**src/design/fpa_pkg.sv**
```systemverilog
`timescale 1ns / 1ps
`default_nettype none
package fpa_pkg;

  localparam int FRACTION_BITS_DEFAULT = 8;
  localparam int WORD_W = 32;

  typedef enum logic [2:0] {
    CMD_ADD = 3'd0,
    CMD_SUB = 3'd1,
    CMD_MUL = 3'd2,
    CMD_DIV = 3'd3,
    CMD_MIN = 3'd4,
    CMD_MAX = 3'd5,
    CMD_INC = 3'd6,
    CMD_DEC = 3'd7
  } cmd_t;

  typedef enum logic [1:0] {
    ST_OK   = 2'd0,
    ST_SAT  = 2'd1,
    ST_DIV0 = 2'd2,
    ST_RSVD = 2'd3
  } status_t;

  localparam logic [WORD_W-1:0] WORD_MAX = 32'h7FFF_FFFF;
  localparam logic [WORD_W-1:0] WORD_MIN = 32'h8000_0000;

  // side information carried along the pipe next to the divider state
  typedef struct packed {
    cmd_t              cmd;
    logic              lt;
    logic              eq;
    logic              gt;
    logic [WORD_W-1:0] res;
    status_t           status;
    logic              div_zero;
    logic              div_neg;
  } side_t;

endpackage
`default_nettype wire

```
**src/design/fpa_front.sv**
```systemverilog
`timescale 1ns / 1ps
`default_nettype none
module fpa_front #(
  parameter int FRACTION_BITS = fpa_pkg::FRACTION_BITS_DEFAULT,
  parameter int QW            = fpa_pkg::WORD_W + FRACTION_BITS
) (
  input  wire logic                      clk,
  input  wire logic                      rst,
  input  wire logic                      en,
  input  wire logic                      in_valid,
  input  wire fpa_pkg::cmd_t             cmd,
  input  wire logic [fpa_pkg::WORD_W-1:0] a,
  input  wire logic [fpa_pkg::WORD_W-1:0] b,
  output logic                           out_valid,
  output fpa_pkg::side_t                 out_side,
  output logic [QW-1:0]                  out_num,
  output logic [fpa_pkg::WORD_W-1:0]     out_den
);

  localparam int W = fpa_pkg::WORD_W;

  // stage A: compares, simple ops, product, divider setup
  logic                 valid_a;
  fpa_pkg::side_t       side_a;
  logic signed [2*W-1:0] prod_a;
  logic [QW-1:0]        num_a;
  logic [W-1:0]         den_a;

  fpa_pkg::side_t side_a_next;
  logic [W:0]     sum;
  logic [W:0]     dif;
  logic           lt;
  logic [W-1:0]   mag_a;
  logic [W-1:0]   mag_b;

  always_comb begin
    lt    = $signed(a) < $signed(b);
    sum   = {a[W-1], a} + {b[W-1], b};
    dif   = {a[W-1], a} - {b[W-1], b};
    mag_a = a[W-1] ? (~a + 1'b1) : a;
    mag_b = b[W-1] ? (~b + 1'b1) : b;
    side_a_next          = '0;
    side_a_next.cmd      = cmd;
    side_a_next.lt       = lt;
    side_a_next.eq       = (a == b);
    side_a_next.gt       = !lt && (a != b);
    side_a_next.status   = fpa_pkg::ST_OK;
    side_a_next.div_zero = (b == '0);
    side_a_next.div_neg  = a[W-1] ^ b[W-1];
    unique case (cmd)
      fpa_pkg::CMD_ADD: begin
        if (sum[W] != sum[W-1]) begin
          side_a_next.res    = sum[W] ? fpa_pkg::WORD_MIN : fpa_pkg::WORD_MAX;
          side_a_next.status = fpa_pkg::ST_SAT;
        end else begin
          side_a_next.res = sum[W-1:0];
        end
      end
      fpa_pkg::CMD_SUB: begin
        if (dif[W] != dif[W-1]) begin
          side_a_next.res    = dif[W] ? fpa_pkg::WORD_MIN : fpa_pkg::WORD_MAX;
          side_a_next.status = fpa_pkg::ST_SAT;
        end else begin
          side_a_next.res = dif[W-1:0];
        end
      end
      fpa_pkg::CMD_MIN: side_a_next.res = lt ? a : b;
      fpa_pkg::CMD_MAX: side_a_next.res = (!lt && (a != b)) ? a : b;
      fpa_pkg::CMD_INC: begin
        if (a == fpa_pkg::WORD_MAX) begin
          side_a_next.res    = fpa_pkg::WORD_MAX;
          side_a_next.status = fpa_pkg::ST_SAT;
        end else begin
          side_a_next.res = a + 1'b1;
        end
      end
      fpa_pkg::CMD_DEC: begin
        if (a == fpa_pkg::WORD_MIN) begin
          side_a_next.res    = fpa_pkg::WORD_MIN;
          side_a_next.status = fpa_pkg::ST_SAT;
        end else begin
          side_a_next.res = a - 1'b1;
        end
      end
      default: side_a_next.res = '0; // mul and div finish later
    endcase
  end

  always_ff @(posedge clk) begin
    if (rst) begin
      valid_a <= 1'b0;
    end else if (en) begin
      valid_a <= in_valid;
    end
  end

  always_ff @(posedge clk) begin
    if (en) begin
      side_a <= side_a_next;
      prod_a <= $signed(a) * $signed(b);
      num_a  <= {mag_a, {FRACTION_BITS{1'b0}}};
      den_a  <= mag_b;
    end
  end

  // stage B: multiply rounding and clamp
  logic [2*W-1:0] pmag;
  logic [2*W-1:0] pround;
  fpa_pkg::side_t side_b_next;

  always_comb begin
    pmag   = prod_a[2*W-1] ? (~prod_a + 1'b1) : prod_a;
    pround = (pmag + ((2*W)'(1) << (FRACTION_BITS - 1))) >> FRACTION_BITS;
    side_b_next = side_a;
    if (side_a.cmd == fpa_pkg::CMD_MUL) begin
      if (prod_a[2*W-1]) begin
        if (pround > (2*W)'(fpa_pkg::WORD_MIN)) begin
          side_b_next.res    = fpa_pkg::WORD_MIN;
          side_b_next.status = fpa_pkg::ST_SAT;
        end else begin
          side_b_next.res = ~pround[W-1:0] + 1'b1;
        end
      end else begin
        if (pround > (2*W)'(fpa_pkg::WORD_MAX)) begin
          side_b_next.res    = fpa_pkg::WORD_MAX;
          side_b_next.status = fpa_pkg::ST_SAT;
        end else begin
          side_b_next.res = pround[W-1:0];
        end
      end
    end
  end

  always_ff @(posedge clk) begin
    if (rst) begin
      out_valid <= 1'b0;
    end else if (en) begin
      out_valid <= valid_a;
    end
  end

  always_ff @(posedge clk) begin
    if (en) begin
      out_side <= side_b_next;
      out_num  <= num_a;
      out_den  <= den_a;
    end
  end

endmodule
`default_nettype wire

```
**config.mk**
```make
export PLATFORM = sky130hd
export DESIGN_NAME = fpa_front
export DESIGN_NICKNAME = d
export VERILOG_FILES = /design/src/design/fpa_pkg.sv /design/src/design/fpa_front.sv
export SDC_FILE = /design/constraint.sdc
export NUM_CORES = 2
export LEC_CHECK = 0
export BUFFER_PORTS_ARGS = -buffer_cell sky130_fd_sc_hd__buf_4
export CAP_MARGIN = 20
export CORE_ASPECT_RATIO = 0.5
export CORE_UTILIZATION = 60
export DETAILED_ROUTE_END_ITERATION = 8
export PLACE_DENSITY = 0.77
export RECOVER_POWER = 25
export SLEW_MARGIN = 40
export SYNTH_ARGS = -nofsm -noshare
export SYNTH_HDL_FRONTEND = slang
export SYNTH_SLANG_ARGS = --single-unit
```
**constraint.sdc**
```tcl
create_clock -name clk -period 21.3 [get_ports clk]
set_input_delay 3.195 -clock clk [delete_from_list [all_inputs] [get_ports clk]]
set_output_delay 3.195 -clock clk [all_outputs]
set_load 0.1 [all_outputs]
```
==> impl_metrics.py <==
metrics = {
    "critical_path": {
        "worstSetupPathType": "in2reg",
        "critPathArrivalTime_ns": 13.68,
        "r2r_slack_ns": 14.38,
        "rr_endpoint": "out_side[23]$_DFFE_PP_",
        "start_kind": "primary input",
        "critPathTopFamily": "adder cells",
        "cp_slowest_cell": "clkbuf_1",
        "cpPeakStageDelay_ns": 1.60,
        "reg2reg_depth": 18,
        "cpMostUsedCell": "fa_1",
        "cp.required_ns": 21.67,
        "crit_fanout": 34,
        "end_kind": "flip-flop",
        "path_buf_inv": 6,
        "rr_startpoint": "prod_a[3]$_DFFE_PP_",
    },
    "place": {
        "gp_congestion": 1.03,
        "hpwl_mm": 149,
        "dpl_cell_area_um2": 58600,
        "io_buffers": 176,
    },
    "die": {
        "dieWidth_um": 437,
        "coreArea_um2": 93200,
        "io_pins": 186,
        "die_y_um": 219,
        "rows": 79,
        "start_util_pct": 60.8,
        "die-area_um2": 95700,
    },
    "worst_hold_path": {
        "min_to": "out_side[38]$_DFFE_PP_",
        "hp-class": "reg2reg",
        "min_path_cells": 0,
        "worstHoldStart": "side_a[38]$_DFFE_PP_",
    },
    "grt": {
        "grt_pass1_wl_mm": 295,
        "grt_pass1_vias": 47705,
        "antenna_found_initial": 15,
        "grt_usage_pct": 41.6,
        "grt_max_degree": 79,
        "grt_overflow": 0,
    },
    "route": {
        "viasPerCell": 6.30,
        "wirelength_mm": 196,
        "drc": 0,
        "wire_per_inst_um": 26.6,
        "wl_met2_mm": 83.7,
        "postRouteAntennaNets": 0,
        "first_iter_violations": 6038,
        "maxUsedRoutingLayer": "met5",
        "dr.pass1.iters": 9,
        "wl_met1_mm": 77.2,
        "num_vias": 46389,
        "met3_length_mm": 26.6,
    },
    "timing": {
        "tightest_slew_ns": 3.56,
        "setup_viol": 0,
        "maxSlewViolCount": 183,
        "tns_ns": 0,
        "maxSlewHeadroom_pct": -137,
        "final.min_clock_period_ns": 13.32,
        "finalHoldViolations": 0,
        "rsz0062_at_grt": "no",
        "max_freq_ghz": 0.0751,
        "fin_crit_sh_pct": 62.5,
        "fin_skew_ns": 0.0216,
    },
    "logic_synthesis": {
        "synth_cell_types": 89,
        "yosys_register_bits": 276,
        "async_reset_ff_share_pct": 0,
        "synth_ff_type": "edfxtp_1",
        "synthCells": 6198,
        "synth_top_cell_by_area": "fa_1",
        "yosys-top-cells-area": "fa_1 (38%), edfxtp_1 (15%), inv_1 (7.4%)",
        "syn_area_per_cell_um2": 9.14,
        "syn_area_um2": 56700,
        "yosysWarnings": 0,
        "ys_seq_area_share_pct": 14.6,
        "synth_edf_count": 274,
        "yosysTopAreaCellShare_pct": 38.3,
    },
    "final_layout": {
        "layout.nets": 7491,
        "drive_above_1_share_pct": 5.63,
        "area_delta_synth_final_pct": 5.13,
        "fin_area_um2": 59600,
    },
    "run_status": {
        "violations": "capacitance limit, slew limit",
        "outcome": "finished with violations",
    },
    "clock_tree": {
        "cts_hold_buf": 0,
        "post_cts_buffers": 0,
        "cts_made_buffers": 30,
        "cts_root_buf": "clkbuf_16",
        "cts-htree-levels": 1,
        "clkLatencyLatePin_ns": 0.64,
        "clkTransAtPathRegs_ns": 0.07,
        "cts.path.max_buffers": 3,
        "clock-sinks": 276,
        "cts_tree": "done",
        "cts-resized-gates": 0,
    },
    "flow_run": {
        "max_cap_violations": 4,
    },
}
## stage by stage
stage	setup WS (ns)	std cells	hold slack (ns)	util (%)
floorplan	9.91	6206	0.400	-
global placement	8.52	7300	0.401	62.7
detailed placement	8.34	7303	0.405	62.8
CTS	8.95	7359	0.403	63.9
global route	7.79	7361	0.421	63.9
finish	7.98	7367	0.411	63.9
## cells in the mapped netlist, types with 25 or more instances
master and instances:
o31ai_1 34, xor2_1 70, nor3_1 98, fa_1 1084, edfxtp_1 274, a21o_1 69, nor2_1 369, nand2_1 650
nor4_1 27, clkbuf_1 333, inv_1 1118, ha_1 255, a211oi_1 25, nand4_1 45, a21oi_1 204, a31oi_1 28
mux2i_1 39, buf_1 32, o21ai_0 180, and3_1 33, nand2b_1 52, nand3_1 98, xnor2_1 201, and2_1 423
or3_1 40
## area by class of cell
class                   count  area, um^2
clock buffers              33         762
fillers                  7665       33600
flip-flops and latches    276        8270
clock inverters            23         208
repair buffers            227        1700
well taps                1255        1570
diodes                      7        17.5
multi-input cells        4424       42800
inverters                1122        4210
## registers in the layout, summed over array words and instances, names as in the netlist, 32 cells and up
name / count
prod_a: 64
out_side: 41
side_a: 41
den_a: 32
num_a: 32
out_den: 32
out_num: 32
## worst reg2reg max path: cells and delay by family, from the launching register on
kind | cells | cell delay, ns
flip-flops | 1 | 0.38
AND/OR/NAND/NOR | 8 | 3.52
XOR/XNOR | 1 | 0.11
AO/OA/AOI/OAI | 8 | 2.38
adder cells (fa/ha/maj) | 1 | 0.31
## how the worst max path moves through the flow
| stage | startpoint | endpoint | slack (ns) | depth (start not counted) |
|---|---|---|---|---|
| global route | b[0] | prod_a[62]$_DFFE_PP_ | 7.79 | 27 |
| floorplan | a[31] | prod_a[62]$_DFFE_PP_ | 9.91 | 31 |
| detailed placement | a[31] | prod_a[62]$_DFFE_PP_ | 8.34 | 27 |
| CTS | a[31] | prod_a[62]$_DFFE_PP_ | 8.95 | 27 |
| global placement | a[31] | prod_a[62]$_DFFE_PP_ | 8.52 | 27 |
| finish | b[0] | prod_a[62]$_DFFE_PP_ | 7.98 | 27 |
## metal layers
metal,track usage [%],vias to the layer above
li1,-,19315
met1,57.4,23505
met2,62.5,3063
met3,12.1,496
met4,15.4,10
met5,0,-
## placed cells by master, fill, tap and decap left out, types with 179 or more instances in the layout
master and count:
a21oi_1 203, and2_1 423, buf_4 216, edfxtp_1 274, fa_1 1084, ha_1 255, inv_1 1116, nand2_1 650
nor2_1 364, o21ai_0 179, xnor2_1 199
## logic make-up after synthesis
family / count (synthesis) / synth area share (%)
xor+xnor: 271 / 4.19
other cells: 1 / 0.00662
buf+inv: 1506 / 10.1
mux: 45 / 0.808
flops: 276 / 14.6
compound gates: 801 / 9.33
simple gates: 1958 / 17.0
fa+ha+maj: 1340 / 44.0
Power is left out: the tool's default activity adds up to more than one toggle a clock period on the data nets, which glitch-free logic cannot reach.
