==> src/design/fpa_pkg.sv <==
`timescale 1ns / 1ps
`default_nettype none
package fpa_pkg;

  localparam int FRACTION_BITS_DEFAULT = 8;
  localparam int WORD_W = 32;

  typedef enum logic [2:0] {
    CMD_ADD = 3'd0,
    CMD_SUB = 3'd1,
    CMD_MUL = 3'd2,
    CMD_DIV = 3'd3,
    CMD_MIN = 3'd4,
    CMD_MAX = 3'd5,
    CMD_INC = 3'd6,
    CMD_DEC = 3'd7
  } cmd_t;

  typedef enum logic [1:0] {
    ST_OK   = 2'd0,
    ST_SAT  = 2'd1,
    ST_DIV0 = 2'd2,
    ST_RSVD = 2'd3
  } status_t;

  localparam logic [WORD_W-1:0] WORD_MAX = 32'h7FFF_FFFF;
  localparam logic [WORD_W-1:0] WORD_MIN = 32'h8000_0000;

  // side information carried along the pipe next to the divider state
  typedef struct packed {
    cmd_t              cmd;
    logic              lt;
    logic              eq;
    logic              gt;
    logic [WORD_W-1:0] res;
    status_t           status;
    logic              div_zero;
    logic              div_neg;
  } side_t;

endpackage
`default_nettype wire

==> src/design/fpa_div_step.sv <==
`timescale 1ns / 1ps
`default_nettype none
module fpa_div_step #(
  parameter int QW = fpa_pkg::WORD_W + fpa_pkg::FRACTION_BITS_DEFAULT
) (
  input  wire logic                       clk,
  input  wire logic                       rst,
  input  wire logic                       en,
  input  wire logic                       in_valid,
  input  wire fpa_pkg::side_t             in_side,
  input  wire logic [QW-1:0]              in_num,
  input  wire logic [fpa_pkg::WORD_W-1:0] in_den,
  input  wire logic [fpa_pkg::WORD_W-1:0] in_rem,
  output logic                            out_valid,
  output fpa_pkg::side_t                  out_side,
  output logic [QW-1:0]                   out_num,
  output logic [fpa_pkg::WORD_W-1:0]      out_den,
  output logic [fpa_pkg::WORD_W-1:0]      out_rem
);

  localparam int W = fpa_pkg::WORD_W;

  // one restoring step; quotient bits shift in where dividend bits leave
  logic [W:0]   trial;
  logic [W:0]   diff;
  logic         ge;

  always_comb begin
    trial = {in_rem, in_num[QW-1]};
    diff  = trial - {1'b0, in_den};
    ge    = trial >= {1'b0, in_den};
  end

  always_ff @(posedge clk) begin
    if (rst) begin
      out_valid <= 1'b0;
    end else if (en) begin
      out_valid <= in_valid;
    end
  end

  always_ff @(posedge clk) begin
    if (en) begin
      out_side <= in_side;
      out_den  <= in_den;
      out_num  <= {in_num[QW-2:0], ge};
      out_rem  <= ge ? diff[W-1:0] : trial[W-1:0];
    end
  end

endmodule
`default_nettype wire

==> config.mk <==
export PLATFORM = sky130hd
export DESIGN_NAME = fpa_div_step
export DESIGN_NICKNAME = d
export VERILOG_FILES = /design/src/design/fpa_pkg.sv /design/src/design/fpa_div_step.sv
export SDC_FILE = /design/constraint.sdc
export NUM_CORES = 1
export LEC_CHECK = 0
export BUFFER_PORTS_ARGS = -buffer_cell sky130_fd_sc_hd__buf_2
export CAP_MARGIN = 20
export CELL_PAD_IN_SITES_DETAIL_PLACEMENT = 0
export CELL_PAD_IN_SITES_GLOBAL_PLACEMENT = 1
export CORE_ASPECT_RATIO = 0.8
export CORE_MARGIN = 8
export CORE_UTILIZATION = 36
export DETAILED_ROUTE_END_ITERATION = 6
export PLACE_DENSITY = 0.79
export SYNTH_ARGS = -nofsm -noshare
export SYNTH_HDL_FRONTEND = slang
export SYNTH_SLANG_ARGS = --single-unit
==> constraint.sdc <==
create_clock -name clk -period 4.15 [get_ports clk]
set_input_delay 0.6225 -clock clk [delete_from_list [all_inputs] [get_ports clk]]
set_output_delay 0.6225 -clock clk [all_outputs]
set_load 0.05 [all_outputs]
==> results of run 1 <==
-- through the flow --
| stage | setup slack [ns] | utilization, % |
|---|---|---|
| detailed placement | 0.376 | 46.2 |
| floorplan | 0.752 | - |
| global route | 0.618 | 49.5 |
| global placement | 0.486 | 46.2 |
| CTS | 0.819 | 49.5 |
| finish | 0.789 | 49.5 |
-- flip-flops by register name (all words and copies together) (netlist names) --
signal / count
out_side: 42
out_rem: 32
out_valid: 1
out_den: 32
out_num: 40
-- cell families (layout without fill, tap and decap cells) --
family	Yosys count	count (layout)	synth area share, %
flops	147	147	66.5
compound gates	119	119	11.0
simple gates	100	100	7.08
buf+inv	56	371	3.51
fa+ha+maj	33	33	6.34
xor+xnor	27	27	3.57
mux	12	12	2.00
-- worst max-delay path, cell delays in order --
cell	delay, ns
buf_2	0.09
inv_1	0.04
ha_1	0.22
fa_1	0.41
nand2b_1	0.19
a21oi_1	0.18
o21ai_0	0.16
o311a_1	0.36
a31oi_1	0.29
a21oi_1	0.19
o41ai_1	0.38
xor2_1	0.11
mux2_1	0.30
-- where the power goes --
part / total [µW] / switching, µW / internal, µW
Sequential: 1840 / 31.6 / 1800
Combinational: 1150 / 848 / 303
Clock: 1540 / 686 / 856
Total: 4530 / 1570 / 2960
-- cell usage after synthesis, types with 2 or more instances --
cell,count
and4_1,2
clkbuf_1,6
buf_2,8
mux2_1,4
o21ai_0,16
inv_1,38
ha_1,32
mux2_2,6
nor3_1,2
nand2_1,26
nor4_1,4
xnor2_1,15
o22ai_1,2
mux2i_1,2
o211ai_1,4
edfxtp_1,146
a211oi_1,3
o21a_1,6
nand3_1,8
nor2b_1,3
buf_4,3
nor2_1,36
a2bb2oi_1,2
nand4_1,8
o21bai_1,3
a31oi_1,5
and2_1,2
xor2_1,12
nand2b_1,3
or4_1,2
a21o_1,12
a21oi_1,56
-- routing by layer --
| layer | share of wire [%] | vias up | global-route usage, % |
|---|---|---|---|
| met2 | 47 | 198 | 28.8 |
| met3 | 8.3 | 23 | 6.33 |
| met5 | 0.16 | - | 0 |
| met4 | 1.4 | 4 | 4.70 |
| met1 | 43 | 2410 | 21.0 |
| li1 | - | 2446 | - |
-- final timing paths --
| check | end | slack (ns) | cells past startpoint |
|---|---|---|---|
| hold reg to reg | out_valid | 0.51 | 2 |
| hold / removal | out_valid | 0.36 | 2 |
| setup reg to reg | out_valid | 3.56 | 2 |
| setup / recovery | out_rem[30] | 0.79 | 13 |
-- layout make-up --
| cell class | count | area (µm²) | share of cell area (%) |
|---|---|---|---|
| flip-flops and latches | 147 | 4400 | 49.2 |
| multi-input cells | 291 | 1990 | 22.2 |
| repair buffers | 301 | 1550 | 17.3 |
| clock buffers | 17 | 425 | 4.75 |
| well taps | 230 | 288 | 3.21 |
| clock inverters | 15 | 158 | 1.76 |
| inverters | 38 | 143 | 1.59 |
==> flow_summary.toml, run 1 <==
[final_layout]
area_growth_pct = 35.2
n_antenna_cell = 0
drive_gt1_share_pct = 42.3
final_cell_count_no_fill = 1039
nets = 979
layout_commonest_cell = "buf_2"
layout_common_cells = "buf_2, edfxtp_1, a21oi_1"
final_area_mm2 = 0.00896
fillers = 1630

[clocking]
cts_setup_buffers = 0
numClockSinks = 147
hold_buffers = 0
clk_pin_slew_worst_paths_ns = 0.07
cts_max_level = 4
clockRootBuffer = "clkbuf_16"
clkLatencyLatePin_ns = 0.41
numCtsBuffers = 17
ctsResizeCount = 0
cts.path.max_buffers = 2
cts_tree = "done"

[critical_path]
endpoint_kind = "register"
required_ns = 4.32
worstPathArrival_ns = 3.53
r2r-start = "out_valid"
worst_setup_path_start_kind = "primary input"
crit_start = "in_num[39]"
cp_max_fo = 3
crit_type = "in2reg"

[yosys]
synth_area_leader_cell = "edfxtp_1"
synth_edf_count = 146
syn_nets = 677
yosysSeqAreaShare_pct = 66.5
ys_types = 49
syn_area_per_cell_um2 = 13.4
synth_seq_cells = 147
synth_top_area_share_pct = 66.2
ys_async_sr_fraction_pct = 0
syn-cell-area_mm2 = 0.00663
synth_area_leaders = "edfxtp_1, ha_1, a21oi_1, inv_1, nor2_1"
synth_cells = 494
synthFlopType = "edfxtp_1"
yosysWarnings = 0

[floorplanning]
die_h_um = 137
row_count = 44
top_level_ports = 297
start_util_pct = 36.6
core_mm2 = 0.0181
design.die.area_mm2 = 0.0230
fp.dieW_um = 168

[run]
cap_violations = 0

[sta]
holdWs_ns = 0.359
rsz0062_at_grt = "false"
post-route-period-util_pct = 81.0
worst_slew_pin_slew_ns = 0.687
slew_headroom_pct = 54.2
setup_viol = 0
clock_skew_ns = 0
final.setup.tns_ns = 0
fmax_mhz = 298
hold_viol_final = 0
slew_violations = 0
period_minus_slack_ns = 3.36

[detailed_routing]
wirelength_um = 20900
wire_per_inst_um = 20.1
via_count = 5081
drc = 0
vias_per_cell = 4.89
drt_iter0_markers = 417
dr.pass1.iters = 5
final_antenna_net_count = 0

[placement]
hpwlAfterDp_um = 16600
port_buffers = 296
dp_cells = 1007
place.gp.congestion = 0.929
placed_area_mm2 = 0.00838

[min_path]
min_from = "rst"
hold_path.class = "in2reg"

[power]
power_density_mw_per_mm2 = 506
p_leak_uw = 0.00397
power.total_uw = 4530
peakVddDrop_mv = 0.240

[grt]
antenna_found_initial = 2
first_global_vias = 4999
track_usage_pct = 17.3
grt_pass1_wl_um = 29900
grt-ovfl-total = 0
grt_max_degree = 77

[status]
status = "finished, final reports clean"
Note: power is estimated with default switching activity, not from simulation.
==> run 2: changes to the inputs <==
ABC_AREA = 1   (was not set)
PLACE_DENSITY = 0.8   (was 0.79)
clock period = 3.2 ns   (was 4.15 ns; I/O delays follow)
==> flow_summary.toml, run 2 <==
[status]
status = "finished, final reports clean"

[sta]
slew_violations = 0
layout_setup_ws_ns = 0.533
setup_viol = 0
holdWs_ns = 0.201
hold_viol_final = 0
fmax_mhz = 375
rsz0062_at_grt = "false"
post-route-period-util_pct = 83.4
slew_headroom_pct = 36.1
period_minus_slack_ns = 2.67
final.setup.tns_ns = 0
clock_skew_ns = 0
worst_slew_pin_slew_ns = 0.957

[yosys]
yosysSeqAreaShare_pct = 58.1
synth_area_leaders = "edfxtp_1, nand2_1, inv_1, ha_1, nand3_1"
syn-cell-area_mm2 = 0.00758
syn_area_per_cell_um2 = 9.52
ys_types = 28
ys_async_sr_fraction_pct = 0
synth_area_leader_cell = "edfxtp_1"
yosysMostFrequentCell = "nand2_1"
synth_cells = 796
synthFlopType = "edfxtp_1"
syn_nets = 979
synth_top_area_share_pct = 57.9
synth_edf_count = 146
yosysWarnings = 0
synth_commonest_cells = "nand2_1, inv_1, edfxtp_1"
synth_seq_cells = 147

[final_layout]
fillers = 2027
reg_top3 = "out_side (42), out_num (40)"
regMostFlops = "out_side"
largest_register_ffs = 42
layout_common_cells = "buf_2, nand2_1, inv_1"
final_core_util_pct = 48.1
nets = 1289
area_growth_pct = 31.3
drive_gt1_share_pct = 31.5
layout_commonest_cell = "buf_2"

[placement]
place_ws_ns = 0.0389
hpwlAfterDp_um = 19700
place.gp.congestion = 0.925
port_buffers = 296

[grt]
first_global_vias = 6093
grt-ovfl-total = 0
track_usage_pct = 18.2
grt_max_degree = 54
antenna_found_initial = 5
grt_pass1_wl_um = 36200

[critical_path]
required_ns = 3.37
cp_num_buf_inv = 3
crit_type = "in2reg"
cp.depth = 13
slowest_delay_ns = 0.73
crit_slowest_cell = "nor2_4"
endpoint_kind = "register"
reg2regPathDepth = 2
worst_setup_path_start_kind = "primary input"
cp_cell_sequence = "buf_2, inv_1, ha_1, nand2_1, inv_1, nand2_1, nand2_1, a21oi_1, nand2_1, nor2_4, nand2_8, nand2_1, o21ai_0"
cp_max_fo = 35
crit_family = "simple AND/OR/NAND/NOR gates"
crit_top_cell = "nand2_1"
worstPathArrival_ns = 2.84

[detailed_routing]
via_count = 6270
drc = 0
dr.pass1.iters = 4
drt_iter0_markers = 442
wirelength_um = 24500
final_antenna_net_count = 0
wire_per_inst_um = 17.6
vias_per_cell = 4.51

[power]
power.total_uw = 5960
peakVddDrop_mv = 0.315
power_density_mw_per_mm2 = 599
p_leak_uw = 0.00505

[run]
cap_violations = 0

[clocking]
clk_pin_slew_worst_paths_ns = 0.07
cts.path.max_buffers = 2
cts_setup_buffers = 0
numCtsBuffers = 17
clkLatencyLatePin_ns = 0.42
clockRootBuffer = "clkbuf_16"
numClockSinks = 147
hold_buffers = 0
cts_tree = "done"
ctsResizeCount = 0
cts_max_level = 4

[floorplanning]
start_util_pct = 36.6
fp.dieW_um = 178
top_level_ports = 297
core_mm2 = 0.0207
die_h_um = 146
row_count = 47
design.die.area_mm2 = 0.0260

[min_path]
hold_depth = 2
hold_path.class = "in2reg"
[run 2: routing by layer]
metal  up-vias  part of all wire [%]  GRT usage (%)  routed length [µm]
li1       3175                     -              -                   -
met1      2850                    44           23.5               10900
met2       210                    45           28.9               11100
met3        27                   8.9           6.20                2190
met4         8                   1.2           4.04                 288
met5         -                  0.20              0                  48
[run 2: cells by family after synthesis]
kind of cell	share of synthesized area, %
muxes	0.132
and+or+nand+nor	24.3
AOI/OAI and AO/OA	1.72
xor gates and xnor gates	1.62
buffers and inverters	8.57
adders and majority gates	5.55
DFF	58.1
[run 2: through the flow]
stage	std cells	instance area (µm²)
after detailed placement	1356	9370
after floorplan	796	7580
final	1389	9950
after global routing	1389	9950
after CTS	1388	9950
after global placement	1356	9370
[run 2: path summary, 6_finish.rpt]
kind | end | slack [ns] | from
max | out_rem[0] | 0.53 | in_den[28]
min | out_valid | 0.20 | rst
max reg2reg | out_valid | 2.62 | out_valid
min reg2reg | out_valid | 0.50 | out_valid
[run 2: area by class of cell]
class / instances / area (µm²) / area share (%)
diodes: 1 / 2.50 / 0.0251
clock buffers: 19 / 433 / 4.35
clock inverters: 13 / 149 / 1.50
inverters: 150 / 563 / 5.66
multi-input cells: 489 / 2520 / 25.4
flip-flops and latches: 147 / 4400 / 44.3
well taps: 269 / 337 / 3.38
repair buffers: 301 / 1540 / 15.5
[run 2: where the power goes]
part / internal [µW] / total (µW) / leakage, µW / switching (µW)
combinational: 382 / 1560 / 0.00335 / 1180
sequential: 2330 / 2370 / 0.00144 / 41.1
clock: 1160 / 2030 / 0.000270 / 864
==> run 3: changes to the inputs <==
CORE_UTILIZATION = 33   (was 36)
PLACE_DENSITY = 0.78   (was 0.8)
clock period = 2.3 ns   (was 3.2 ns; I/O delays follow)
==> flow_summary.toml, run 3 (synthesis results as in run 2) <==
[status]
status = "finished, final reports clean"

[power]
power.total_uw = 8560
peakVddDrop_mv = 0.370
p_leak_uw = 0.00546
power_density_mw_per_mm2 = 804

[sta]
setup_viol = 0
hold_viol_final = 0
fmax_mhz = 476
post-route-period-util_pct = 91.3
period_minus_slack_ns = 2.10
worst_slew_pin_slew_ns = 0.437
slew_violations = 0
rsz0062_at_grt = "false"
clock_skew_ns = 0
slew_headroom_pct = 70.9

[run]
cap_violations = 0

[grt]
top_usage_layer = "met2"
grt_use_met2_pct = 30.4
grt_pass1_wl_um = 37900
grt_util_met3_pct = 4.55
met1_usage_pct = 23.0
first_global_vias = 6596
antenna_found_initial = 2
track_usage_pct = 18.0
grt-ovfl-total = 0
grt_max_degree = 40

[floorplanning]
row_count = 49
top_level_ports = 297
core_mm2 = 0.0225
design.die.area_mm2 = 0.0281
die_h_um = 152
start_util_pct = 33.7
fp.dieW_um = 185

[critical_path]
crit_start = "in_num[39]"
endpoint_kind = "register"
crit_end = "out_rem[28]"
worst_setup_path_start_kind = "primary input"
r2r_slack_ns = 1.72
worstPathArrival_ns = 2.27
required_ns = 2.47
reg2regPathDepth = 2
r2r-start = "out_valid"
r2r_end = "out_valid"
crit_type = "in2reg"
cp_max_fo = 3

[min_path]
hold_path.class = "in2reg"
hold_depth = 2

[detailed_routing]
wire_per_inst_um = 17.2
vias_per_cell = 4.35
via_count = 6527
drt_iter0_markers = 392
wirelength_um = 25700
drc = 0
final_antenna_net_count = 0
dr.pass1.iters = 5

[final_layout]
final_area_mm2 = 0.0106
drive_gt1_share_pct = 36.1
layout_common_cells = "buf_2, nand2_1, inv_1"
largest_register_ffs = 42
area_growth_pct = 40.4
reg_top3 = "out_side (42), out_num (40)"
regMostFlops = "out_side"
n_antenna_cell = 0
layout_commonest_cell = "buf_2"
nets = 1365

[placement]
place.gp.congestion = 0.911
hpwlAfterDp_um = 21100
placed_area_mm2 = 0.0100
port_buffers = 296

[clocking]
numCtsBuffers = 17
cts_tree = "done"
cts.path.max_buffers = 2
clockRootBuffer = "clkbuf_16"
numClockSinks = 147
ctsResizeCount = 0
cts_setup_buffers = 0
hold_buffers = 0
clk_pin_slew_worst_paths_ns = 0.07
clkLatencyLatePin_ns = 0.42
cts_max_level = 4
[run 3: worst min path at each step]
stage               slack, ns   endpoint  startpoint
detailed placement       0.48  out_valid   out_valid
global placement         0.47  out_valid   out_valid
CTS                      0.05  out_valid         rst
floorplan                0.42  out_valid         rst
global route             0.06  out_valid         rst
finish                   0.07  out_valid         rst
[run 3: metrics by stage]
| step | hold slack, ns | util [%] | worst slack, ns | std cells | setup TNS, ns |
|---|---|---|---|---|---|
| after CTS | 0.0535 | 47.3 | 0.252 | 1500 | 0 |
| after global placement | 0.472 | 44.6 | -0.182 | 1469 | -0.457 |
| final | 0.0719 | 47.3 | 0.200 | 1500 | 0 |
| after global routing | 0.0572 | 47.3 | 0.0704 | 1500 | 0 |
| after detailed placement | 0.482 | 44.6 | -0.193 | 1469 | -0.481 |
| after floorplan | 0.417 | - | 0.340 | 796 | 0 |
[run 3: cell type report]
type	instances	area, µm²
multi-input combinational	489	2520
clock inverter	14	171
tap	306	383
clock buffer	17	425
fill	2250	11900
timing repair buffer	377	2170
sequential	147	4400
inverter	150	563
[run 3: power breakdown]
part / total, µW / internal, µW / switching [µW]
clock network: 2860 / 1630 / 1230
registers: 3320 / 3250 / 68.1
logic: 2380 / 693 / 1690
total: 8560 / 5570 / 2980
[run 3: critical path: stages]
cell,delay (ns)
buf_2,0.08
inv_1,0.04
ha_1,0.21
fa_1,0.42
inv_1,0.15
nand3_1,0.08
nand3_1,0.19
nand3_1,0.10
nand2_1,0.22
nand2_1,0.12
nand2_1,0.08
nand2_1,0.05
nand3_1,0.12
nand2_1,0.06
[run 3: metal layers]
| metal | vias up | routed length (µm) |
|---|---|---|
| met3 | 12 | 2070 |
| met1 | 2949 | 11400 |
| met5 | - | 33 |
| li1 | 3330 | - |
| met4 | 4 | 106 |
| met2 | 232 | 12100 |
