## src/design/fpa_pkg.sv

```systemverilog
`timescale 1ns / 1ps
`default_nettype none
package fpa_pkg;

  localparam int FRACTION_BITS_DEFAULT = 8;
  localparam int WORD_W = 32;

  typedef enum logic [2:0] {
    CMD_ADD = 3'd0,
    CMD_SUB = 3'd1,
    CMD_MUL = 3'd2,
    CMD_DIV = 3'd3,
    CMD_MIN = 3'd4,
    CMD_MAX = 3'd5,
    CMD_INC = 3'd6,
    CMD_DEC = 3'd7
  } cmd_t;

  typedef enum logic [1:0] {
    ST_OK   = 2'd0,
    ST_SAT  = 2'd1,
    ST_DIV0 = 2'd2,
    ST_RSVD = 2'd3
  } status_t;

  localparam logic [WORD_W-1:0] WORD_MAX = 32'h7FFF_FFFF;
  localparam logic [WORD_W-1:0] WORD_MIN = 32'h8000_0000;

  // side information carried along the pipe next to the divider state
  typedef struct packed {
    cmd_t              cmd;
    logic              lt;
    logic              eq;
    logic              gt;
    logic [WORD_W-1:0] res;
    status_t           status;
    logic              div_zero;
    logic              div_neg;
  } side_t;

endpackage
`default_nettype wire

```

## src/design/fpa_back.sv

```systemverilog
`timescale 1ns / 1ps
`default_nettype none
module fpa_back #(
  parameter int QW = fpa_pkg::WORD_W + fpa_pkg::FRACTION_BITS_DEFAULT
) (
  input  wire logic                       clk,
  input  wire logic                       rst,
  input  wire logic                       en,
  input  wire logic                       in_valid,
  input  wire fpa_pkg::side_t             in_side,
  input  wire logic [QW-1:0]              in_num,
  input  wire logic [fpa_pkg::WORD_W-1:0] in_den,
  input  wire logic [fpa_pkg::WORD_W-1:0] in_rem,
  output logic                            out_valid,
  output logic [fpa_pkg::WORD_W-1:0]      out_res,
  output logic [2:0]                      out_flags,
  output fpa_pkg::status_t                out_status
);

  localparam int W = fpa_pkg::WORD_W;

  logic [QW:0]       q;
  logic              round_up;
  logic [W-1:0]      res_next;
  fpa_pkg::status_t  status_next;

  always_comb begin
    round_up    = {in_rem, 1'b0} >= {1'b0, in_den};
    q           = {1'b0, in_num} + (QW+1)'(round_up);
    res_next    = in_side.res;
    status_next = in_side.status;
    if (in_side.cmd == fpa_pkg::CMD_DIV) begin
      status_next = fpa_pkg::ST_OK;
      if (in_side.div_zero) begin
        res_next    = '0;
        status_next = fpa_pkg::ST_DIV0;
      end else if (in_side.div_neg) begin
        if (q > (QW+1)'(fpa_pkg::WORD_MIN)) begin
          res_next    = fpa_pkg::WORD_MIN;
          status_next = fpa_pkg::ST_SAT;
        end else begin
          res_next = ~q[W-1:0] + 1'b1;
        end
      end else begin
        if (q > (QW+1)'(fpa_pkg::WORD_MAX)) begin
          res_next    = fpa_pkg::WORD_MAX;
          status_next = fpa_pkg::ST_SAT;
        end else begin
          res_next = q[W-1:0];
        end
      end
    end
  end

  always_ff @(posedge clk) begin
    if (rst) begin
      out_valid <= 1'b0;
    end else if (en) begin
      out_valid <= in_valid;
    end
  end

  always_ff @(posedge clk) begin
    if (en) begin
      out_res    <= res_next;
      out_flags  <= {in_side.gt, in_side.eq, in_side.lt};
      out_status <= status_next;
    end
  end

endmodule
`default_nettype wire

```

## config.mk

```make
export PLATFORM = sky130hd
export DESIGN_NAME = fpa_back
export DESIGN_NICKNAME = d
export VERILOG_FILES = /design/src/design/fpa_pkg.sv /design/src/design/fpa_back.sv
export SDC_FILE = /design/constraint.sdc
export NUM_CORES = 1
export LEC_CHECK = 0
export ABC_AREA = 1
export CORE_UTILIZATION = 40
export DETAILED_ROUTE_END_ITERATION = 8
export DONT_BUFFER_PORTS = 1
export HOLD_SLACK_MARGIN = 0.12
export SLEW_MARGIN = 20
export SYNTH_ARGS = -nofsm -noshare
export SYNTH_HDL_FRONTEND = slang
export SYNTH_SLANG_ARGS = --single-unit
```

## constraint.sdc

```tcl
create_clock -name clk -period 6.5 [get_ports clk]
set_clock_uncertainty 0.2 [all_clocks]
set_input_delay 0.975 -clock clk [delete_from_list [all_inputs] [get_ports clk]]
set_output_delay 0.975 -clock clk [all_outputs]
set_load 0.02 [all_outputs]
```

==> metrics.csv, run 1 <==
metric,value,unit
leakagePower,2.92,nW
tightest_slew,639,ps
synth_top_family_by_area,simple AND/OR/NAND/NOR gates,
overflow,0,
synthAdderAreaFrac,7.67,%
synth_seq_area_share,19.8,%
track_usage,23.0,%
synth_top_area_share,23.6,%
drtIter0Drc,327,
fp-row-count,43,
muxShareOfSynthArea,0.175,%
avgRoutedWirePerCell,14.4,um
final_cell_area,0.00597,sq mm
die_h,121,um
worstSkewPairLatency,270,ps
ys_async_sr_fraction,0,%
finalSetupViolations,0,
timing.critical_path.mode_cell,nand2_1,
syn-num-nets,1179,
ios,188,
core_area,0.0139,sq mm
grt_first_pass_wirelength,27000,um
worstSetupEndpointType,register,
min_period_over_period,76.0,%
fin_crit,4940,ps
crit_arrival,4770,ps
gp_congestion,0.945,
cts_made_buffers,5,
synth_compound_area_share,6.18,%
vias,5949,
crit_fanout,6,
synth_edf_count,37,
syn_area_per_cell,5.74,sq um
die-width,121,um
layout.cells.non_filler,1166,
ys_seq_elements,38,
pre_cts_ws,1340,ps
timing.setup.tns,0,ps
synth-simple-area-share,53.5,%
start_kind,input pin,
power_density,124,mW/mm^2
cts_tree,done,
totalWireLength,16800,um
drive_gt1_share,6.59,%
worstPathRequired,6330,ps
yosys_warnings,0,
synth_area,0.00571,sq mm
antenna_found_initial,0,
htree_levels,2,
yosys.area.top_type,nand2_1,
cap_violations,0,
drc,0,
finalHoldViolCount,0,
fmax,203,MHz
cp_slowest_cell,nor2_1,
crit_type,in2reg,
antenna_left,0,
dpl.hpwl,14100,um
synth_ff_type,edfxtp_1,
slew_viol_final,0,
clk_pin_slew,50,ps
max_slew_margin,57.4,%
synthXorXnorAreaFrac,1.69,%
root_buffer,clkbuf_16,
run_status,"complete, no violations",
io_buffers,0,
final_nets,1170,
die_area,0.0148,sq mm
via_per_inst,5.10,
clock_sinks,38,
drt-pass1-iter-count,6,
hold_class,reg2reg,
placed_area,0.00583,sq mm
cts_resized,0,
fin_ws,1560,ps
vdd_drop_max,0.115,mV
slowest_delay,310,ps
grt_start_max_net_pins,46,
antenna_cells,0,
area_growth,4.49,%
grt_pass1_vias,5420,
yosysUniqueCellTypes,40,
clock_path_buffers,2,
rsz0062_at_grt,false,
place_inst,1158,
totalPowerFinal,0.738,mW
synthTopCellsByArea,"nand2_1, edfxtp_1, nand3_1",
post_cts_buffers,0,
start_util,41.1,%
syn_inst,994,
cts_hold_buffers,0,
[synthesized netlist by cell type, types with 3 or more instances]
library cell  number
xor2_1             8
o21ai_1            3
ha_1              35
clkinv_1           3
buf_6              5
inv_1            129
a21oi_1           30
nor3_1             8
xnor2_1            3
nand3_2            5
o21ai_0           23
edfxtp_1          37
nor2_1           136
buf_2              3
nand2_1          359
nand4_1           23
nand3b_1           5
nor2_2            15
clkbuf_1           7
nor2_4             7
nand3_1          105
nand2_2           22
[kinds of logic (layout without fill, tap and decap cells)]
kind of cell	Yosys count	count (layout)
simple gates	692	692
flops	38	38
buf+inv	152	144
fa+ha+maj	35	35
mux	1	1
compound gates	65	65
xor+xnor	11	11
[layout make-up]
| cell class | instances | area (sq um) |
|---|---|---|
| clock buffer | 6 | 129 |
| clock inverter | 2 | 8.76 |
| fill | 1558 | 7910 |
| inverter | 134 | 503 |
| multi-input combinational | 804 | 3960 |
| sequential | 38 | 1130 |
| tap | 180 | 225 |
| timing repair buffer | 2 | 15.0 |
[per-stage QoR]
stage	hold WS [ps]	utilization (%)
global route	441	43.0
finish	407	43.0
global placement	400	42.0
CTS	414	43.0
floorplan	379	-
detailed placement	406	42.0
[cells in the final DEF, fill, tap and decap left out, types with 3 or more instances in the layout]
cell / count
xor2_1: 8
nand3b_1: 5
inv_1: 129
nand4_1: 23
o21ai_1: 3
xnor2_1: 3
clkbuf_16: 5
nand3_1: 105
nor2_4: 7
nor2_2: 15
ha_1: 35
edfxtp_1: 37
nand2_2: 22
nor3_1: 8
a21oi_1: 30
nor2_1: 136
nand3_2: 5
o21ai_0: 23
nand2_1: 359
clkinv_1: 4
[report_power, final]
group	internal, mW	switching [mW]	total (mW)
sequential	0.296	0.0338	0.330
clock	0.140	0.0865	0.226
combinational	0.0628	0.119	0.182
[per-layer routing]
| layer | GRT usage, % | part of all wire (%) | vias up |
|---|---|---|---|
| met2 | 36.3 | 43 | 224 |
| met5 | 0 | 0 | - |
| met1 | 32.8 | 48 | 2561 |
| li1 | - | - | 3153 |
| met3 | 3.71 | 7.8 | 11 |
| met4 | 4.40 | 0.98 | 0 |
[state kept, by name (all words and copies together), names as in the netlist]
signal,flops
out_valid,1
out_flags,3
out_res,32
out_status,2
[critical path: cells and delay by family]
family,cells,cell delay [ps]
fa+ha+maj,3,810
buf+inv,1,20
simple gates,20,2750
compound gates,1,210
[path summary, 6_finish.rpt]
check                                    to  slack [ps]       start  cells past startpoint
worst min register to register    out_valid         410   out_valid                      2
worst max register to register    out_valid        5620   out_valid                      2
worst min-delay path              out_valid         410   out_valid                      2
worst max-delay path            out_res[30]        1560  in_den[22]                     25
(Power assumes the default switching activity.)
==> run 2: changes to the inputs <==
- clock period: 6.5 -> 4.18 ns (I/O delays scaled with it)
==> run 2 against run 1 <==
- sequential share of layout area fell by 3.8 points
- register-to-register slack got worse by 2300 ps
- sequential power rose by 55%
- power rose by 72%
- design area rose by 25%
- clock-buffer cell count did not move
- die area did not move
- critical path type unchanged
- combinational power rose by 120%
- via count rose by 10%
- routed wire length rose by 10%
==> metrics.csv, run 2 (synthesis results as in run 1) <==
metric,value,unit,change
whs,209,ps,-198 ps
fmax,239,MHz,
vias,6553,,+10%
pre_cts_ws,-490,ps,-1830 ps
tightest_slew,901,ps,+262 ps
die_h,121,um,unchanged
power_density,170,mW/mm^2,+37%
p_sw,0.414,mW,+73%
worstSetupEndpointType,register,,
cap_violations,0,,unchanged
pwr-share-comb,31.3,%,+6.6 points
cts_hold_buffers,0,,unchanged
grt_start_max_net_pins,46,,unchanged
post-route-util,53.9,%,+11 points
area_growth,30.9,%,
timing.setup.tns,0,ps,unchanged
reg2reg_slack,3290,ps,-2330 ps
antenna_found_initial,0,,unchanged
crit_arrival,4010,ps,-760 ps
crit_type,in2reg,,
drt-pass1-iter-count,5,,-1
overflow,0,,unchanged
antenna_left,0,,unchanged
start_util,41.1,%,unchanged
worstPathRequired,4020,ps,-2310 ps
grt_first_pass_wirelength,28600,um,+6.0%
ios,188,,unchanged
max_slew_margin,39.9,%,-17 points
core_area,0.0139,sq mm,unchanged
critPathLaunch,in_den[20],,
leakagePower,3.61,nW,+24%
start_kind,input pin,,
reg.largest.list,"out_res (32), out_flags (3), out_status (2)",,
timing.critical_path.mode_cell,nand3_1,,
final_nets,1293,,+11%
slew_viol_final,0,,unchanged
root_buffer,clkbuf_16,,
cts_tree,done,,
reg2reg_from,out_valid,,
vdd_drop_max,0.138,mV,+21%
grt_pass1_vias,5894,,+8.7%
seqPwrFrac,40.4,%,-4.3 points
antenna_cells,0,,unchanged
fin_crit,4180,ps,
via_per_inst,5.08,,-0.36%
finalSetupViolations,0,,unchanged
min_period_over_period,99.9,%,
layout.cells.non_filler,1289,,+11%
switching_share,32.6,%,+0.17 points
layout_commonest_cell,nand2_1,,
crit_fanout,7,,+1
rsz0062_at_grt,true,,
htree_levels,2,,unchanged
clock_path_buffers,2,,unchanged
clockPowerShare,28.2,%,-2.5 points
dpl.hpwl,14700,um,+4.2%
worstSkewPairLatency,280,ps,about the same
totalWireLength,18500,um,+10%
die_area,0.0148,sq mm,unchanged
io_buffers,0,,unchanged
cp_slowest_cell,ha_4,,
hold_class,in2reg,,
track_usage,24.1,%,+1.1 points
top_register,out_res,,
gp_congestion,0.922,,-2.5%
drc,0,,unchanged
fp-row-count,43,,unchanged
cts_made_buffers,5,,unchanged
clk_pin_slew,50,ps,about the same
drive_gt1_share,25.6,%,+19 points
layout_common_cells,"nand2_1, nor2_1, inv_1",,
avgRoutedWirePerCell,14.4,um,-0.39%
place_inst,1266,,+9.3%
die-width,121,um,unchanged
finalHoldViolCount,0,,unchanged
clock_sinks,38,,unchanged
slowest_delay,270,ps,-40 ps
drtIter0Drc,395,,+21%
largest_reg_flops,32,,unchanged
fin_ws,3.95,ps,-1560 ps
run_status,"complete, no violations",,
intPower,0.854,mW,+71%
min-delay-start,rst,,
run 2: cell count changes in the layout (fill, tap and decap cells not counted), sizes merged:
cell and change:
clkinv -1, clkinvlp +1, nand3 +1, clkbuf +3, buf +119
run 2: worst max-delay path: cells and delay by family:
family | cells | cell delay, ps
AND/OR/NAND/NOR | 18 | 2030
adder cells (fa/ha/maj) | 3 | 690
AO/OA/AOI/OAI | 1 | 210
buffers and inverters | 4 | 470
run 2: final timing paths:
| path | to | depth (start not counted) |
|---|---|---|
| setup / recovery | out_res[20] | 26 |
| hold / removal | out_valid | 1 |
| setup reg to reg | out_valid | 2 |
| hold reg to reg | out_valid | 2 |
run 2: layout make-up:
type / instances / area [sq um]
Inverter: 134 / 519
Fill cell: 1457 / 6400
Clock inverter: 2 / 8.76
Sequential cell: 38 / 1130
Clock buffer: 6 / 129
Multi-Input combinational cell: 805 / 4430
Timing Repair Buffer: 124 / 1040
Tap cell: 180 / 225
run 2: metal layers:
metal | vias to the layer above | part of all wire, % | track usage (%)
met5 | - | 0 | 0
met4 | 0 | 1.8 | 5.40
met3 | 23 | 7.2 | 2.58
met2 | 253 | 45 | 39.0
met1 | 2862 | 46 | 34.0
li1 | 3415 | - | -
run 2: through the flow:
step                area [sq um]  power (mW)
CTS                         6850        1.23
detailed placement          6680       0.874
floorplan                   5710       0.747
global route                7480        1.34
global placement            6680       0.871
finish                      7480        1.27
run 2: power groups by stage:
stage	registers [mW]	clock network [mW]	logic [mW]
finish	0.513	0.358	0.397
global route	0.517	0.374	0.449
CTS	0.513	0.365	0.356
detailed placement	0.521	0	0.352
global placement	0.521	0	0.351
floorplan	0.517	0	0.230
run 2: repair_timing:
item / in CTS / in global routing
endpoints found under the setup margin: 33 / 33
hold endpoints to repair: 0 / 0
setup buffers: 0 / 10
pin swaps: 2 / 59
cloned: 0 / 5
resized for setup: 9 / 119
==> run 3: changes to the inputs <==
- MAX_ROUTING_LAYER: not set -> met4
==> run 3 against run 2 <==
- maximum frequency increased by 2.6%
- non-clock buffer count up 4
- combinational power increased by 1%
- cell count increased by 0.31%
- routed wire length fell by 2.2%
- highest routed layer unchanged
==> metrics.csv, run 3 (synthesis results as in run 1) <==
metric,value,unit,change
run_status,"complete, no violations",,
cap_violations,0,,unchanged
place_inst,1266,,unchanged
grt_start_max_net_pins,46,,unchanged
finalSetupViolations,0,,unchanged
largest_reg_flops,32,,unchanged
worstPathRequired,4010,ps,about the same
io_buffers,0,,unchanged
drtIter0Drc,356,,-9.9%
clock_sinks,38,,unchanged
die_h,121,um,unchanged
layout_common_cells,"nand2_1, buf_4, inv_1, nor2_1, nand3_1",,
timing.critical_path.mode_cell,nand2_1,,
worstSetupEndpointType,register,,
die_area,0.0148,sq mm,unchanged
vias,6486,,-1.0%
start_kind,input pin,,
grt_pass1_vias,5745,,-2.5%
core_area,0.0139,sq mm,unchanged
drt-pass1-iter-count,5,,unchanged
start_util,41.1,%,unchanged
placed_area,0.00667,sq mm,-0.19%
max_slew_margin,53.6,%,+14 points
via_per_inst,5.02,,-1.3%
fmax,246,MHz,+2.6%
worstSkewPairLatency,270,ps,about the same
top_register,out_res,,
final_cell_area,0.00742,sq mm,-0.80%
antenna_found_initial,0,,unchanged
gp_congestion,0.935,,+1.5%
antenna_left,0,,unchanged
vdd_drop_max,0.148,mV,+7.3%
root_buffer,clkbuf_16,,
tightest_slew,695,ps,-206 ps
overflow,0,,unchanged
ios,188,,unchanged
cts_made_buffers,5,,unchanged
clock_path_buffers,2,,unchanged
layout.cells.non_filler,1293,,+0.31%
dpl.hpwl,14700,um,-0.24%
post-route-util,53.4,%,-0.43 points
antenna_cells,0,,unchanged
track_usage,24.3,%,+0.27 points
htree_levels,2,,unchanged
layout_commonest_cell,nand2_1,,
grt_first_pass_wirelength,27800,um,-2.8%
drc,0,,unchanged
timing.setup.tns,0,ps,unchanged
clk_pin_slew,50,ps,about the same
hold_class,in2reg,,
fin_crit,4070,ps,-108 ps
crit_type,in2reg,,
rsz0062_at_grt,true,,
fp-row-count,43,,unchanged
slew_viol_final,0,,unchanged
cp_slowest_cell,ha_4,,
leakagePower,3.61,nW,about the same
crit_family,simple AND/OR/NAND/NOR gates,,
crit_fanout,7,,unchanged
totalWireLength,18100,um,-2.2%
cts_hold_buffers,0,,unchanged
slowest_delay,270,ps,about the same
reg.largest.list,"out_res (32), out_flags (3), out_status (2)",,
min_period_over_period,97.3,%,-2.6 points
final_nets,1297,,+0.31%
cts_tree,done,,
path_buf_inv,6,,+2
area_growth,29.9,%,
die-width,121,um,unchanged
whs,216,ps,+6.71 ps
crit_arrival,3890,ps,-120 ps
power_density,187,mW/mm^2,+11%
drive_gt1_share,23.7,%,-1.9 points
avgRoutedWirePerCell,14.0,um,-2.5%
finalHoldViolCount,0,,unchanged
==> run 3: cell types whose count changed in the layout (fill, tap and decap cells not counted), sizes merged <==
cell / delta
nor2: +1
clkinv: -1
clkbuf: -3
buf: +6
bufinv: +2
nand3: -1
==> run 3: report_power, final <==
| part | total [mW] | switching [mW] | internal [mW] |
|---|---|---|---|
| Sequential | 0.513 | 0.0527 | 0.460 |
| Combinational | 0.401 | 0.220 | 0.182 |
| Clock | 0.476 | 0.137 | 0.339 |
==> run 3: final timing paths <==
kind | from | endpoint | slack [ps] | cells past startpoint
max | in_den[20] | out_res[25] | 110 | 27
min | rst | out_valid | 220 | 1
max reg2reg | out_valid | out_valid | 3290 | 2
min reg2reg | out_valid | out_valid | 410 | 2
==> run 3: layout make-up <==
type,count,area [sq um]
clock buffer,5,125
clock inverter,3,63.8
fill,1462,6460
inverter,134,517
multi-input combinational,805,4320
sequential,38,1130
tap,180,225
timing repair buffer,128,1030
==> run 3: timing repair <==
item,4_1_cts,5_1_grt
hold endpoints to repair,0,0
resized for setup,20,79
pin swaps,12,50
gates cloned,1,2
endpoints found under the setup margin,33,33
setup buffers,5,11
==> run 3: metal layers <==
layer | vias to the layer above | part of all wire [%] | track usage [%]
met4 | 0 | 1.3 | 5.40
li1 | 3410 | - | -
met3 | 17 | 5.9 | 2.26
met1 | 2847 | 47 | 33.4
met5 | - | 0 | -
met2 | 212 | 45 | 38.6
==> run 3: per-stage QoR <==
stage          setup slack, ps  power [mW]
6_report                   112        1.39
3_5_place_dp              -542       0.876
3_3_place_gp              -411       0.871
5_1_grt                   -220        1.47
4_1_cts                   16.3        1.36
2_1_floorplan             96.9       0.747
